File: src/sv/mahs_pkg.sv
package mahs_pkg;

    localparam int POSITION_BITS_DEF = 16;

    localparam int QUEUE_DEPTH     = 2;
    localparam int QUEUE_PTR_BITS  = 1;
    localparam int QUEUE_CNT_BITS  = 2;

    localparam int CFG_INDEX_BITS = 2;
    localparam int CFG_DATA_BITS  = 16;

    localparam logic [CFG_INDEX_BITS-1:0] REG_TEMPLATE_ENABLE = 2'd0;
    localparam logic [CFG_INDEX_BITS-1:0] REG_TEMPLATE_RATE   = 2'd1;
    localparam logic [CFG_INDEX_BITS-1:0] REG_MAX_SEARCH      = 2'd2;

    localparam logic [15:0] MAX_SEARCH_RESET = 16'd4096;
    localparam logic [15:0] MIN_SEARCH       = 16'd5;

    localparam logic [7:0] SYNC_BYTE   = 8'hFF;
    localparam logic [3:0] SYNC_NIBBLE = 4'hF;

    localparam logic [1:0] VER_MPEG1 = 2'd1;
    localparam logic [1:0] VER_MPEG2 = 2'd2;

    localparam logic [1:0] LAYER_I   = 2'd1;
    localparam logic [1:0] LAYER_II  = 2'd2;
    localparam logic [1:0] LAYER_III = 2'd3;

    localparam logic [10:0] SAMPLES_L1       = 11'd384;
    localparam logic [10:0] SAMPLES_MPEG2_L3 = 11'd576;
    localparam logic [10:0] SAMPLES_FULL     = 11'd1152;

    localparam logic [17:0] COEFF_L1       = 18'd12000;
    localparam logic [17:0] COEFF_MPEG2_L3 = 18'd72000;
    localparam logic [17:0] COEFF_FULL     = 18'd144000;

    localparam int QUOT_BITS = 11;
    localparam int PROD_BITS = 27;

    // [mpeg2][layer-1][index]; layer row 3 stands for the reserved layer code
    localparam logic [8:0] KBPS_TABLE [2][4][16] = '{
        '{
            '{9'd0, 9'd32, 9'd64, 9'd96, 9'd128, 9'd160, 9'd192, 9'd224,
              9'd256, 9'd288, 9'd320, 9'd352, 9'd384, 9'd416, 9'd448, 9'd0},
            '{9'd0, 9'd32, 9'd48, 9'd56, 9'd64, 9'd80, 9'd96, 9'd112,
              9'd128, 9'd160, 9'd192, 9'd224, 9'd256, 9'd320, 9'd384, 9'd0},
            '{9'd0, 9'd32, 9'd40, 9'd48, 9'd56, 9'd64, 9'd80, 9'd96,
              9'd112, 9'd128, 9'd160, 9'd192, 9'd224, 9'd256, 9'd320, 9'd0},
            '{default: 9'd0}
        },
        '{
            '{9'd0, 9'd32, 9'd48, 9'd56, 9'd64, 9'd80, 9'd96, 9'd112,
              9'd128, 9'd144, 9'd160, 9'd176, 9'd192, 9'd224, 9'd256, 9'd0},
            '{9'd0, 9'd8, 9'd16, 9'd24, 9'd32, 9'd40, 9'd48, 9'd56,
              9'd64, 9'd80, 9'd96, 9'd112, 9'd128, 9'd144, 9'd160, 9'd0},
            '{9'd0, 9'd8, 9'd16, 9'd24, 9'd32, 9'd40, 9'd48, 9'd56,
              9'd64, 9'd80, 9'd96, 9'd112, 9'd128, 9'd144, 9'd160, 9'd0},
            '{default: 9'd0}
        }
    };

    typedef struct packed {
        logic [7:0] data_byte;
        logic       first_byte;
    } in_item_t;

    typedef struct packed {
        logic        found;
        logic [15:0] offset;
        logic [1:0]  version_level;
        logic [1:0]  layer;
        logic        protect_bit;
        logic        padding_bit;
        logic [1:0]  channel_mode;
        logic [15:0] sample_rate;
        logic [8:0]  bitrate_kbps;
        logic [10:0] frame_bytes;
        logic [10:0] frame_samples;
    } out_item_t;

    typedef struct packed {
        logic        template_enable;
        logic [15:0] template_rate;
        logic [15:0] max_search;
    } cfg_t;

    typedef struct packed {
        logic empty;
        logic full;
    } queue_status_t;

    function automatic logic [15:0] rate_lookup(input logic mpeg1, input logic [1:0] fidx);
        logic [15:0] r;
        begin
            case (fidx)
                2'd0:    r = mpeg1 ? 16'd44100 : 16'd22050;
                2'd1:    r = mpeg1 ? 16'd48000 : 16'd24000;
                2'd2:    r = mpeg1 ? 16'd32000 : 16'd16000;
                default: r = 16'd0;
            endcase
            return r;
        end
    endfunction

    function automatic logic [8:0] kbps_lookup(input logic mpeg1, input logic [1:0] layer,
                                               input logic [3:0] bidx);
        logic [1:0] row;
        begin
            row = 2'(layer - 2'd1);
            return KBPS_TABLE[!mpeg1][row][bidx];
        end
    endfunction

    function automatic logic [17:0] frame_coeff(input logic [1:0] version,
                                                input logic [1:0] layer);
        logic [17:0] c;
        begin
            if (layer == LAYER_I)
                c = COEFF_L1;
            else if (layer == LAYER_III && version == VER_MPEG2)
                c = COEFF_MPEG2_L3;
            else
                c = COEFF_FULL;
            return c;
        end
    endfunction

endpackage

File: src/sv/mahs_front.sv
module mahs_front #(
    parameter int POSITION_BITS = mahs_pkg::POSITION_BITS_DEF
) (
    input  logic                clk,
    input  logic                rst_n,
    input  logic                accept,
    input  mahs_pkg::in_item_t  item,
    input  mahs_pkg::cfg_t      cfg,
    output logic                push,
    output mahs_pkg::out_item_t entry
);

    localparam int CW = ((POSITION_BITS > 16) ? POSITION_BITS : 16) + 1;

    logic [23:0]              win_reg, win_next;
    logic [POSITION_BITS-1:0] pos_reg, pos_next;
    logic                     done_reg, done_next;

    logic [23:0]              win_eff;
    logic [POSITION_BITS-1:0] pos_eff;
    logic                     done_eff;
    logic [7:0]               b0, b1, b2, b3;
    logic                     mpeg1;
    logic [1:0]               lay;
    logic [15:0]              sr;
    logic [8:0]               br;
    logic                     hdr_ok;
    logic                     tiny;
    logic                     at_end;
    logic [POSITION_BITS-1:0] start;
    logic [10:0]              samples;
    mahs_pkg::out_item_t      hit;

    always_comb
    begin
        win_eff  = item.first_byte ? 24'd0 : win_reg;
        pos_eff  = item.first_byte ? '0 : pos_reg;
        done_eff = item.first_byte ? 1'b0 : done_reg;

        b0 = win_eff[23:16];
        b1 = win_eff[15:8];
        b2 = win_eff[7:0];
        b3 = item.data_byte;

        mpeg1 = b1[3];
        lay   = 2'(3'd4 - {1'b0, b1[2:1]});
        sr    = mahs_pkg::rate_lookup(mpeg1, b2[3:2]);
        br    = mahs_pkg::kbps_lookup(mpeg1, lay, b2[7:4]);

        hdr_ok = (b0 == mahs_pkg::SYNC_BYTE) && (b1[7:4] == mahs_pkg::SYNC_NIBBLE)
                 && (lay != 2'd0) && (sr != 16'd0) && (br != 9'd0)
                 && !(cfg.template_enable && (cfg.template_rate != sr))
                 && (pos_eff >= POSITION_BITS'(3));

        tiny   = cfg.max_search < mahs_pkg::MIN_SEARCH;
        at_end = (CW'(pos_eff) + CW'(2)) >= CW'(cfg.max_search);
        start  = pos_eff - POSITION_BITS'(3);

        if (lay == mahs_pkg::LAYER_I)
            samples = mahs_pkg::SAMPLES_L1;
        else if (lay == mahs_pkg::LAYER_III && !mpeg1)
            samples = mahs_pkg::SAMPLES_MPEG2_L3;
        else
            samples = mahs_pkg::SAMPLES_FULL;

        hit               = '0;
        hit.found         = 1'b1;
        hit.offset        = 16'(start);
        hit.version_level = mpeg1 ? mahs_pkg::VER_MPEG1 : mahs_pkg::VER_MPEG2;
        hit.layer         = lay;
        hit.protect_bit   = b1[0];
        hit.padding_bit   = b2[1];
        hit.channel_mode  = b3[7:6];
        hit.sample_rate   = sr;
        hit.bitrate_kbps  = br;
        hit.frame_samples = samples;

        win_next  = win_reg;
        pos_next  = pos_reg;
        done_next = done_reg;
        push      = 1'b0;
        entry     = '0;

        if (accept && !done_eff)
        begin
            win_next  = win_eff;
            pos_next  = pos_eff;
            done_next = 1'b1;
            push      = 1'b1;
            if (tiny)
            begin
                entry = '0;
            end
            else if (hdr_ok)
            begin
                entry = hit;
            end
            else
            begin
                win_next  = {win_eff[15:0], b3};
                pos_next  = pos_eff + POSITION_BITS'(1);
                done_next = at_end;
                push      = at_end;
            end
        end
    end

    always_ff @(posedge clk or negedge rst_n)
    begin
        if (!rst_n)
        begin
            win_reg  <= '0;
            pos_reg  <= '0;
            done_reg <= 1'b1;
        end
        else
        begin
            win_reg  <= win_next;
            pos_reg  <= pos_next;
            done_reg <= done_next;
        end
    end

endmodule

File: src/sv/mahs_queue.sv
module mahs_queue (
    input  logic                    clk,
    input  logic                    rst_n,
    input  logic                    push,
    input  mahs_pkg::out_item_t     push_data,
    input  logic                    pop,
    output mahs_pkg::out_item_t     pop_data,
    output mahs_pkg::queue_status_t status
);

    mahs_pkg::out_item_t                   slot_reg [mahs_pkg::QUEUE_DEPTH];
    logic [mahs_pkg::QUEUE_PTR_BITS-1:0]   wr_ptr_reg, wr_ptr_next;
    logic [mahs_pkg::QUEUE_PTR_BITS-1:0]   rd_ptr_reg, rd_ptr_next;
    logic [mahs_pkg::QUEUE_CNT_BITS-1:0]   cnt_reg, cnt_next;
    logic                                  do_push, do_pop;

    always_comb
    begin
        status.empty = (cnt_reg == '0);
        status.full  = (cnt_reg == mahs_pkg::QUEUE_CNT_BITS'(mahs_pkg::QUEUE_DEPTH));
        do_push      = push && !status.full;
        do_pop       = pop && !status.empty;
        pop_data     = slot_reg[rd_ptr_reg];
        wr_ptr_next  = do_push ? wr_ptr_reg + 1'b1 : wr_ptr_reg;
        rd_ptr_next  = do_pop ? rd_ptr_reg + 1'b1 : rd_ptr_reg;
        cnt_next     = cnt_reg;
        if (do_push && !do_pop)
            cnt_next = cnt_reg + 1'b1;
        else if (do_pop && !do_push)
            cnt_next = cnt_reg - 1'b1;
    end

    always_ff @(posedge clk)
    begin
        if (do_push)
            slot_reg[wr_ptr_reg] <= push_data;
    end

    always_ff @(posedge clk or negedge rst_n)
    begin
        if (!rst_n)
        begin
            wr_ptr_reg <= '0;
            rd_ptr_reg <= '0;
            cnt_reg    <= '0;
        end
        else
        begin
            wr_ptr_reg <= wr_ptr_next;
            rd_ptr_reg <= rd_ptr_next;
            cnt_reg    <= cnt_next;
        end
    end

endmodule

File: src/sv/mahs_back.sv
module mahs_back (
    input  logic                    clk,
    input  logic                    rst_n,
    input  mahs_pkg::queue_status_t q_status,
    input  mahs_pkg::out_item_t     q_data,
    output logic                    pop,
    output logic                    out_valid,
    input  logic                    out_stall,
    output mahs_pkg::out_item_t     out_data
);

    localparam logic [1:0] ST_IDLE = 2'd0;
    localparam logic [1:0] ST_MUL  = 2'd1;
    localparam logic [1:0] ST_DIV  = 2'd2;
    localparam logic [1:0] ST_HOLD = 2'd3;

    localparam int QB       = mahs_pkg::QUOT_BITS;
    localparam int CNT_BITS = $clog2(QB);

    logic [1:0]          state_reg, state_next;
    mahs_pkg::out_item_t entry_reg, entry_next;
    logic [15:0]         rem_reg, rem_next;
    logic [QB-1:0]       quo_reg, quo_next;
    logic [CNT_BITS-1:0] cnt_reg, cnt_next;
    logic                out_valid_reg, out_valid_next;
    mahs_pkg::out_item_t out_data_reg, out_data_next;

    logic [mahs_pkg::PROD_BITS-1:0] product;
    logic [16:0]                    trial;
    logic                           qbit;
    logic [QB-1:0]                  quo_pad;
    logic [QB-1:0]                  frame;

    always_comb
    begin
        state_next     = state_reg;
        entry_next     = entry_reg;
        rem_next       = rem_reg;
        quo_next       = quo_reg;
        cnt_next       = cnt_reg;
        out_valid_next = out_valid_reg;
        out_data_next  = out_data_reg;
        pop            = 1'b0;

        product = mahs_pkg::PROD_BITS'(mahs_pkg::frame_coeff(entry_reg.version_level,
                                                             entry_reg.layer))
                  * mahs_pkg::PROD_BITS'(entry_reg.bitrate_kbps);
        trial   = {rem_reg, quo_reg[QB-1]};
        qbit    = trial >= {1'b0, entry_reg.sample_rate};
        quo_pad = quo_reg + QB'(entry_reg.padding_bit);
        if (!entry_reg.found)
            frame = '0;
        else if (entry_reg.layer == mahs_pkg::LAYER_I)
            frame = QB'({quo_pad, 2'b00});
        else
            frame = quo_pad;

        if (out_valid_reg && !out_stall)
            out_valid_next = 1'b0;

        unique case (state_reg)
            ST_IDLE:
            begin
                if (!q_status.empty)
                begin
                    pop        = 1'b1;
                    entry_next = q_data;
                    state_next = ST_MUL;
                end
            end
            ST_MUL:
            begin
                rem_next   = 16'(product[mahs_pkg::PROD_BITS-2:QB]);
                quo_next   = product[QB-1:0];
                cnt_next   = '0;
                state_next = ST_DIV;
            end
            ST_DIV:
            begin
                rem_next = qbit ? 16'(trial - {1'b0, entry_reg.sample_rate}) : trial[15:0];
                quo_next = {quo_reg[QB-2:0], qbit};
                cnt_next = cnt_reg + 1'b1;
                if (cnt_reg == CNT_BITS'(QB - 1))
                    state_next = ST_HOLD;
            end
            ST_HOLD:
            begin
                if (!out_valid_reg || !out_stall)
                begin
                    out_valid_next            = 1'b1;
                    out_data_next             = entry_reg;
                    out_data_next.frame_bytes = frame;
                    state_next                = ST_IDLE;
                end
            end
            default:
            begin
                state_next = ST_IDLE;
            end
        endcase
    end

    always_ff @(posedge clk)
    begin
        entry_reg    <= entry_next;
        rem_reg      <= rem_next;
        quo_reg      <= quo_next;
        cnt_reg      <= cnt_next;
        out_data_reg <= out_data_next;
    end

    always_ff @(posedge clk or negedge rst_n)
    begin
        if (!rst_n)
        begin
            state_reg     <= ST_IDLE;
            out_valid_reg <= 1'b0;
        end
        else
        begin
            state_reg     <= state_next;
            out_valid_reg <= out_valid_next;
        end
    end

    assign out_valid = out_valid_reg;
    assign out_data  = out_data_reg;

endmodule

File: src/sv/mpeg_audio_header_scanner_unit.sv
// MPEG-1/2 audio frame header scanner. Bytes enter one per cycle; first_byte starts a new
// search at position zero. Each search yields at most one result: the first valid header
// (found=1, decoded fields, offset of the sync byte, frame length and samples) or found=0
// with all other fields zero once the window of max_search bytes is used up. Input is
// stalled only while the two-entry result queue is full. Each result then passes through
// the frame length unit (queue pop, one multiply, 11 restoring divide steps, output load)
// before it is presented.
// Configuration writes take effect on the next byte and are meant for idle periods.
module mpeg_audio_header_scanner_unit #(
    parameter int POSITION_BITS = mahs_pkg::POSITION_BITS_DEF
) (
    input  logic                                  clk,
    input  logic                                  rst_n,
    input  logic                                  in_valid,
    output logic                                  in_stall,
    input  mahs_pkg::in_item_t                    in_data,
    output logic                                  out_valid,
    input  logic                                  out_stall,
    output mahs_pkg::out_item_t                   out_data,
    input  logic                                  cfg_wr_en,
    input  logic [mahs_pkg::CFG_INDEX_BITS-1:0]   cfg_index,
    input  logic [mahs_pkg::CFG_DATA_BITS-1:0]    cfg_data
);

    mahs_pkg::cfg_t          cfg_reg, cfg_next;
    mahs_pkg::queue_status_t q_status;
    mahs_pkg::out_item_t     q_push_data;
    mahs_pkg::out_item_t     q_pop_data;
    logic                    q_push;
    logic                    q_pop;
    logic                    in_accept;

    always_comb
    begin
        cfg_next = cfg_reg;
        if (cfg_wr_en)
        begin
            unique case (cfg_index)
                mahs_pkg::REG_TEMPLATE_ENABLE: cfg_next.template_enable = cfg_data[0];
                mahs_pkg::REG_TEMPLATE_RATE:   cfg_next.template_rate   = cfg_data;
                mahs_pkg::REG_MAX_SEARCH:      cfg_next.max_search      = cfg_data;
                default:                       cfg_next = cfg_reg;
            endcase
        end
    end

    always_ff @(posedge clk or negedge rst_n)
    begin
        if (!rst_n)
        begin
            cfg_reg.template_enable <= 1'b0;
            cfg_reg.template_rate   <= 16'd0;
            cfg_reg.max_search      <= mahs_pkg::MAX_SEARCH_RESET;
        end
        else
        begin
            cfg_reg <= cfg_next;
        end
    end

    assign in_stall  = q_status.full;
    assign in_accept = in_valid && !in_stall;

    mahs_front #(
        .POSITION_BITS(POSITION_BITS)
    ) u_front (
        .clk    (clk),
        .rst_n  (rst_n),
        .accept (in_accept),
        .item   (in_data),
        .cfg    (cfg_reg),
        .push   (q_push),
        .entry  (q_push_data)
    );

    mahs_queue u_queue (
        .clk       (clk),
        .rst_n     (rst_n),
        .push      (q_push),
        .push_data (q_push_data),
        .pop       (q_pop),
        .pop_data  (q_pop_data),
        .status    (q_status)
    );

    mahs_back u_back (
        .clk       (clk),
        .rst_n     (rst_n),
        .q_status  (q_status),
        .q_data    (q_pop_data),
        .pop       (q_pop),
        .out_valid (out_valid),
        .out_stall (out_stall),
        .out_data  (out_data)
    );

`ifndef NO_ASSERTIONS
    a_no_overflow: assert property (@(posedge clk) disable iff (!rst_n)
        q_status.full |-> !q_push)
        else $error("result queue written while full");

    a_no_underflow: assert property (@(posedge clk) disable iff (!rst_n)
        q_status.empty |-> !q_pop)
        else $error("result queue read while empty");

    a_not_found_clean: assert property (@(posedge clk) disable iff (!rst_n)
        (out_valid && !out_data.found) |->
            (out_data.frame_bytes == 11'd0 && out_data.sample_rate == 16'd0
             && out_data.offset == 16'd0))
        else $error("not-found transaction carries nonzero fields");

    a_found_length: assert property (@(posedge clk) disable iff (!rst_n)
        (out_valid && out_data.found) |-> (out_data.frame_bytes != 11'd0))
        else $error("found transaction with zero frame length");
`endif

endmodule

File: config.mk
export PLATFORM = sky130hd
export DESIGN_NAME = mpeg_audio_header_scanner_unit
export DESIGN_NICKNAME = d
export VERILOG_FILES = /design/src/sv/mahs_pkg.sv /design/src/sv/mahs_front.sv /design/src/sv/mahs_queue.sv /design/src/sv/mahs_back.sv /design/src/sv/mpeg_audio_header_scanner_unit.sv
export SDC_FILE = /design/constraint.sdc
export NUM_CORES = 1
export LEC_CHECK = 0
export ABC_CLOCK_PERIOD_IN_PS = 10000
export BUFFER_PORTS_ARGS = -buffer_cell sky130_fd_sc_hd__buf_2
export CAP_MARGIN = 20
export CORE_MARGIN = 4
export CORE_UTILIZATION = 43
export DETAILED_ROUTE_END_ITERATION = 8
export HOLD_SLACK_MARGIN = 0.12
export SLEW_MARGIN = 0
export SYNTH_ARGS = -nofsm -noshare
export SYNTH_HDL_FRONTEND = slang
export SYNTH_SLANG_ARGS = --single-unit
File: constraint.sdc
create_clock -name clk -period 10 [get_ports clk]
set_clock_uncertainty 0.15 [all_clocks]
set_input_delay 1.5 -clock clk [delete_from_list [all_inputs] [get_ports clk]]
set_output_delay 1.5 -clock clk [all_outputs]
set_load 0.05 [all_outputs]
---- Word level (Yosys, flattened, before mapping) ----
Memory sizes are Yosys's and may differ from the RTL's. A register that Yosys moved wholly into a read port is not among the register bits.
Index checks and enable logic that the tools add are counted.
operators by class
  $add $sub $neg .......................... 12
  $mul .................................... 1
  $lt $le $gt $ge ......................... 7
  equal/unequal tests ..................... 20
  mux-type cells .......................... 49
  bitwise gates (word level) .............. 5
  reduce and logical (&&, ||, !) cells .... 42
operators by type and width
  cell                     number
  $mux W576                2
  $mux W556                1
  $bmux W144 S2            1
  $mux W144                2
  $mux W72                 3
  $mux W16                 6
  $mux W24                 3
  $pmux W16 S3             1
  $bmux W9 S4              1
  $mux W18                 2
  $ge A17 B16 Y1           2
  $mux W11                 3
  $pmux W16 S2             1
  $mul A18 B9 Y26          1
  $pmux W11 S2             1
  $mux W9                  2
  $add A16 B2 Y17 const B  1
  $add A16 B1 Y16 const B  1
  $eq A2 B2 Y1 const B     8
  $ge A16 B2 Y1 const B    1
  $logic_and A1 B1 Y1      16
  $lt A16 B3 Y1 const B    1
  $ne A16 B16 Y1           1
  $reduce_bool A16 Y1      1
  33 further kinds         74
storage, ports and cells
  register bits after elaboration ......... 184
  memory bits (writable) .................. 144
  input port bits ......................... 32
  output and inout port bits .............. 74
  word-level logic and storage cells ...... 163
  memories kept ........................... 1
memory list
  memory            words  bits a word  rd ports  clocked after Yosys merged registers in  wr ports  RTL line          source
  u_queue.slot_reg  2      72           1         1                                        1         mahs_queue.sv:11  mahs_pkg::out_item_t slot_reg [mahs_pkg::QUEUE_DEPTH];

---- Depth between registers and ports, before layout ----
  depth after elaboration ................. 24
  mapped depth ............................ 24
  depth with buffers taken out ............ 21

---- Hierarchy ----
A second synthesis with hierarchy kept.
second synthesis, totals
  cells, all modules ...................... 1757
  area total of the unflattened synthesis .. 21835.9 µm²
modules (own cells, without submodules)
  module                          instances  cells an instance  area each (µm²)  seq. area each (µm²)
  mahs_back                       1          835                10032.1          4999.8
  mahs_queue                      1          243                5741.8           4424.2
  mahs_front                      1          607                4712.0           1027.2
  mpeg_audio_header_scanner_unit  1          72                 1350.0           827.0

---- Least setup slack after synthesis ----
No wires, ideal clock.
  path kind ............................... input to register
  start ................................... input port in_data[0] (netlist bit)
  end ..................................... memory u_queue.slot_reg[0][10] (netlist bit), enable pin
  setup time .............................. 457 ps
  data arrival time ....................... 7050 ps
  data required time ...................... 9393 ps
  setup slack ............................. 2343 ps
  stages on the path ...................... 21
  buffers on the path ..................... 4
  path through ............................ buf_2 > inv_1 > clkbuf_1 > clkbuf_1 > clkbuf_1 > nand2_1 > inv_1 > ha_1 > and3_1 > and3_1 > and3_1 > and3_1 > and3_1 > nand3_1 > xnor2_1 > ha_1 > o221ai_1 > a21oi_1 > nand2_1 > a41oi_2 > nor2b_1
on the way
  cells in the longest elaborated chain, start to end .. 22
  elaborated cells on any way between the ends .. 50
  those cells by class .................... add/sub (3); order compare (2); eq/ne (5); mux (21); bitwise (3); reduce/logical (16)
ends and longest elaborated chain
  what                                                                    RTL line                              source
  from (decl)                                                             mpeg_audio_header_scanner_unit.sv:16  input mahs_pkg::in_item_t in_data,
  parallel branches: the longest is 18 deep, another holds $sub A1 B2 Y2  --
  $mux W1 *                                                               mahs_front.sv:84                      if (accept && !done_eff)
  $logic_and A1 B1 Y1 *                                                   mahs_queue.sv:21                      do_push = push && !status.full;
  via u_queue.do_push                                                     mahs_queue.sv:15                      logic do_push, do_pop;
  $mux W1 *                                                               mahs_queue.sv:35                      if (do_push)
  $mux W1 (implied by the code) *                                         mahs_queue.sv:36                      slot_reg[wr_ptr_reg] <= push_data;
  to (decl)                                                               mahs_queue.sv:11
Mark *: on every way through the listed nets, which the timed path passes. The select of a mux whose other input is x is not followed.

---- Worst setup path in the final report ----
  start ................................... input port in_data[0] (netlist bit)
  end ..................................... memory u_queue.slot_reg[0][48] (netlist bit), enable pin
Same word-level chain as after synthesis.

==> qor.yml <==
logic_synthesis:
  synth_area_leaders: "edfxtp_1, dfrtp_1, ha_1"
  synth-edff-count: 230
  syn_area_sq_mm: 0.0173
  yosysWarnings: 0
  ys_ff_latch: 311
  synthDistinctLibCells: 87
  synthTopCellsByCount: "edfxtp_1, ha_1, nand2_1"
  ys_seq_area_share_pct: 51.6
  yosysMostFrequentCell: "edfxtp_1"
  ys_async_sr_fraction_pct: 26.0
  synth_flop_cell: "edfxtp_1"
  yosys.area.top_type: "edfxtp_1"
  syn_inst: 1494
  synth_top_area_share_pct: 39.9
  avgSynthCellArea_sq_um: 11.6
worst_setup_path:
  rrSetupSlack_ps: 3930
  cp-end-kind: "flip-flop"
  reg2reg_depth: 17
  crit_end: "u_queue.slot_reg[0][48]"
  critPathMaxFanout: 46
  cp-startpoint: "in_data[0]"
  r2r_start: "u_back.entry_reg[52]"
  required_ps: 10060
  crit_arrival_ps: 6410
  worstSetupPathType: "in -> reg"
  startpoint_type: "input pin"
  rr_endpoint: "u_back.rem_reg[14]"
placement:
  dpl.hpwl_mm: 27.1
  pre_cts_slack_ps: 3080
  io_buffer_count: 93
  dpl_cell_area_sq_mm: 0.0182
  gp_congestion: 0.872
routing:
  ant_nets: 0
  drt-total-wl_mm: 38.4
  drt-wirelength-per-cell_um: 18.2
  drtIter0Drc: 801
  vias: 11500
  vias_per_cell: 5.46
  drcViolationCount: 0
  detail_route.first_pass.iterations: 5
floorplan:
  die_area_sq_mm: 0.0435
  die_w_um: 209
  io_pins: 106
  placementRows: 73
  die_h_um: 209
  core_area_sq_mm: 0.0397
  start_util_pct: 43.6
sta:
  relSlewSlack_pct: 43.5
  setup_violations: 0
  slew_violations: 0
  period_needed_ps: 6350
  setup_ws_ps: 3650
  final.period_utilization_pct: 63.5
  fmax_ghz: 0.158
  tns_ps: 0
  rsz0062_at_grt: "no"
  hold_viol: 0
  tightest_slew_ps: 846
clock_tree:
  clock_sinks: 311
  clk_pin_slew_ps: 60
  root_buffer: "clkbuf_16"
  htree_levels: 2
  cts_tree: "yes"
  cts_resized: 0
  hold_buffers: 0
  clk-insertion-delay-late_ps: 540
  cts_setup_buffers: 0
  numCtsBuffers: 35
  cts_buffer_depth: 3
layout:
  multi_input_area_sq_mm: 0.00763
  syn2layout_area_growth_pct: 11.5
  layout.nets: 1721
  final.fill_count: 3597
  regArea_sq_mm: 0.00894
  largest_register_ffs: 94
  finalInstanceArea_sq_mm: 0.0193
  num_antenna_cells: 0
  drive_gt1_share_pct: 17.1
power_and_ir_drop:
  powerDensity_mw_per_mm2: 312
  p_leak_nw: 8.23
  peakVddDrop_mv: 0.155
grt:
  grt_pass1_wl_mm: 62.7
  grt_busiest_layer: "met2"
  grt_usage_pct: 17.6
  antenna_found_initial: 0
  grtUsageMet3_pct: 2.51
  gr-total-overflow: 0
  grt_max_degree: 59
  grt_pass1_vias: 11500
  use_met2_pct: 27.8
  grt.met1_usage_pct: 25.7
run:
  cap_violations: 0
status:
  status: "finished clean"
hold_path:
  worstHoldPathType: "reg -> reg"
final cells by class:
type | instances | area share, %
multi-input cells | 1003 | 39.5
clock inverters | 23 | 1.02
repair buffers | 108 | 3.14
flip-flops and latches | 311 | 46.3
well taps | 525 | 3.40
inverters | 99 | 1.94
clock buffers | 40 | 4.64
power by group:
part	switching (mW)	total (mW)	internal (mW)	leakage, nW
registers	0.276	2.10	1.82	3.42
logic	1.64	2.69	1.05	4.28
clock network	0.527	1.23	0.704	0.534
total	2.44	6.02	3.58	8.23
per-layer routing:
metal  wire [um]  vias to the layer above
met3        1620                       70
li1            -                     5521
met5           0                        -
met4         947                        0
met1       18100                     5671
met2       17800                      260
logic make-up after synthesis:
group	share of synthesized area [%]
compound gates	10.1
xor+xnor	3.64
buf+inv	4.62
simple gates	13.1
other cells	0.0217
fa+ha+maj	10.7
flops	51.6
mux	6.10
placed cells by master, fill, tap and decap left out, types with 8 or more instances in the layout:
| cell | count |
|---|---|
| ha_1 | 102 |
| a21oi_1 | 70 |
| o21ai_0 | 48 |
| dfrtp_1 | 78 |
| nor2_1 | 96 |
| xnor2_1 | 37 |
| conb_1 | 12 |
| nor3_1 | 27 |
| xor2_1 | 35 |
| and2_1 | 27 |
| a22o_1 | 17 |
| a21o_1 | 16 |
| and3_1 | 37 |
| mux2_2 | 84 |
| a211oi_1 | 8 |
| nand2b_1 | 10 |
| clkbuf_16 | 35 |
| clkinv_1 | 9 |
| nand4_1 | 21 |
| buf_2 | 92 |
| nor2b_1 | 26 |
| inv_1 | 94 |
| o211ai_1 | 9 |
| edfxtp_1 | 230 |
| a31oi_1 | 9 |
| nand2_1 | 98 |
| mux2i_1 | 11 |
| nand3_1 | 37 |
| fa_1 | 29 |
| buf_4 | 14 |
worst min-delay path by stage:
stage	depth (start not counted)	slack, ps	to	startpoint
floorplan	0	250	u_back.out_data[10]	u_back.entry_reg[10]
global placement	0	250	u_back.out_data[62]	u_back.entry_reg[62]
detailed placement	0	250	u_back.out_data[62]	u_back.entry_reg[62]
CTS	0	270	u_back.out_data[62]	u_back.entry_reg[62]
global route	0	270	u_back.out_data[50]	u_back.entry_reg[50]
finish	0	270	u_back.out_data[65]	u_back.entry_reg[65]
through the flow:
step                utilization (%)  cells  power [mW]  hold slack [ps]
finish                         48.6   2109        6.02              268
global route                   48.6   2109        6.50              275
CTS                            48.5   2107        6.08              265
detailed placement             45.7   2044        4.82              255
global placement               45.7   2044        4.79              254
floorplan                         -   1505        4.20              250
critical path, cell delays in order:
cell	delay, ps
buf_2	90
buf_4	270
inv_1	110
buf_4	330
nand2_1	240
inv_1	240
ha_1	330
nor2b_1	430
a221oi_1	170
a211oi_1	250
or2_2	150
a2bb2oi_1	270
o221ai_2	130
buf_4	240
a41oi_2	390
nor2b_4	790
buf_4	430
Note: power is estimated with default switching activity, not from simulation.
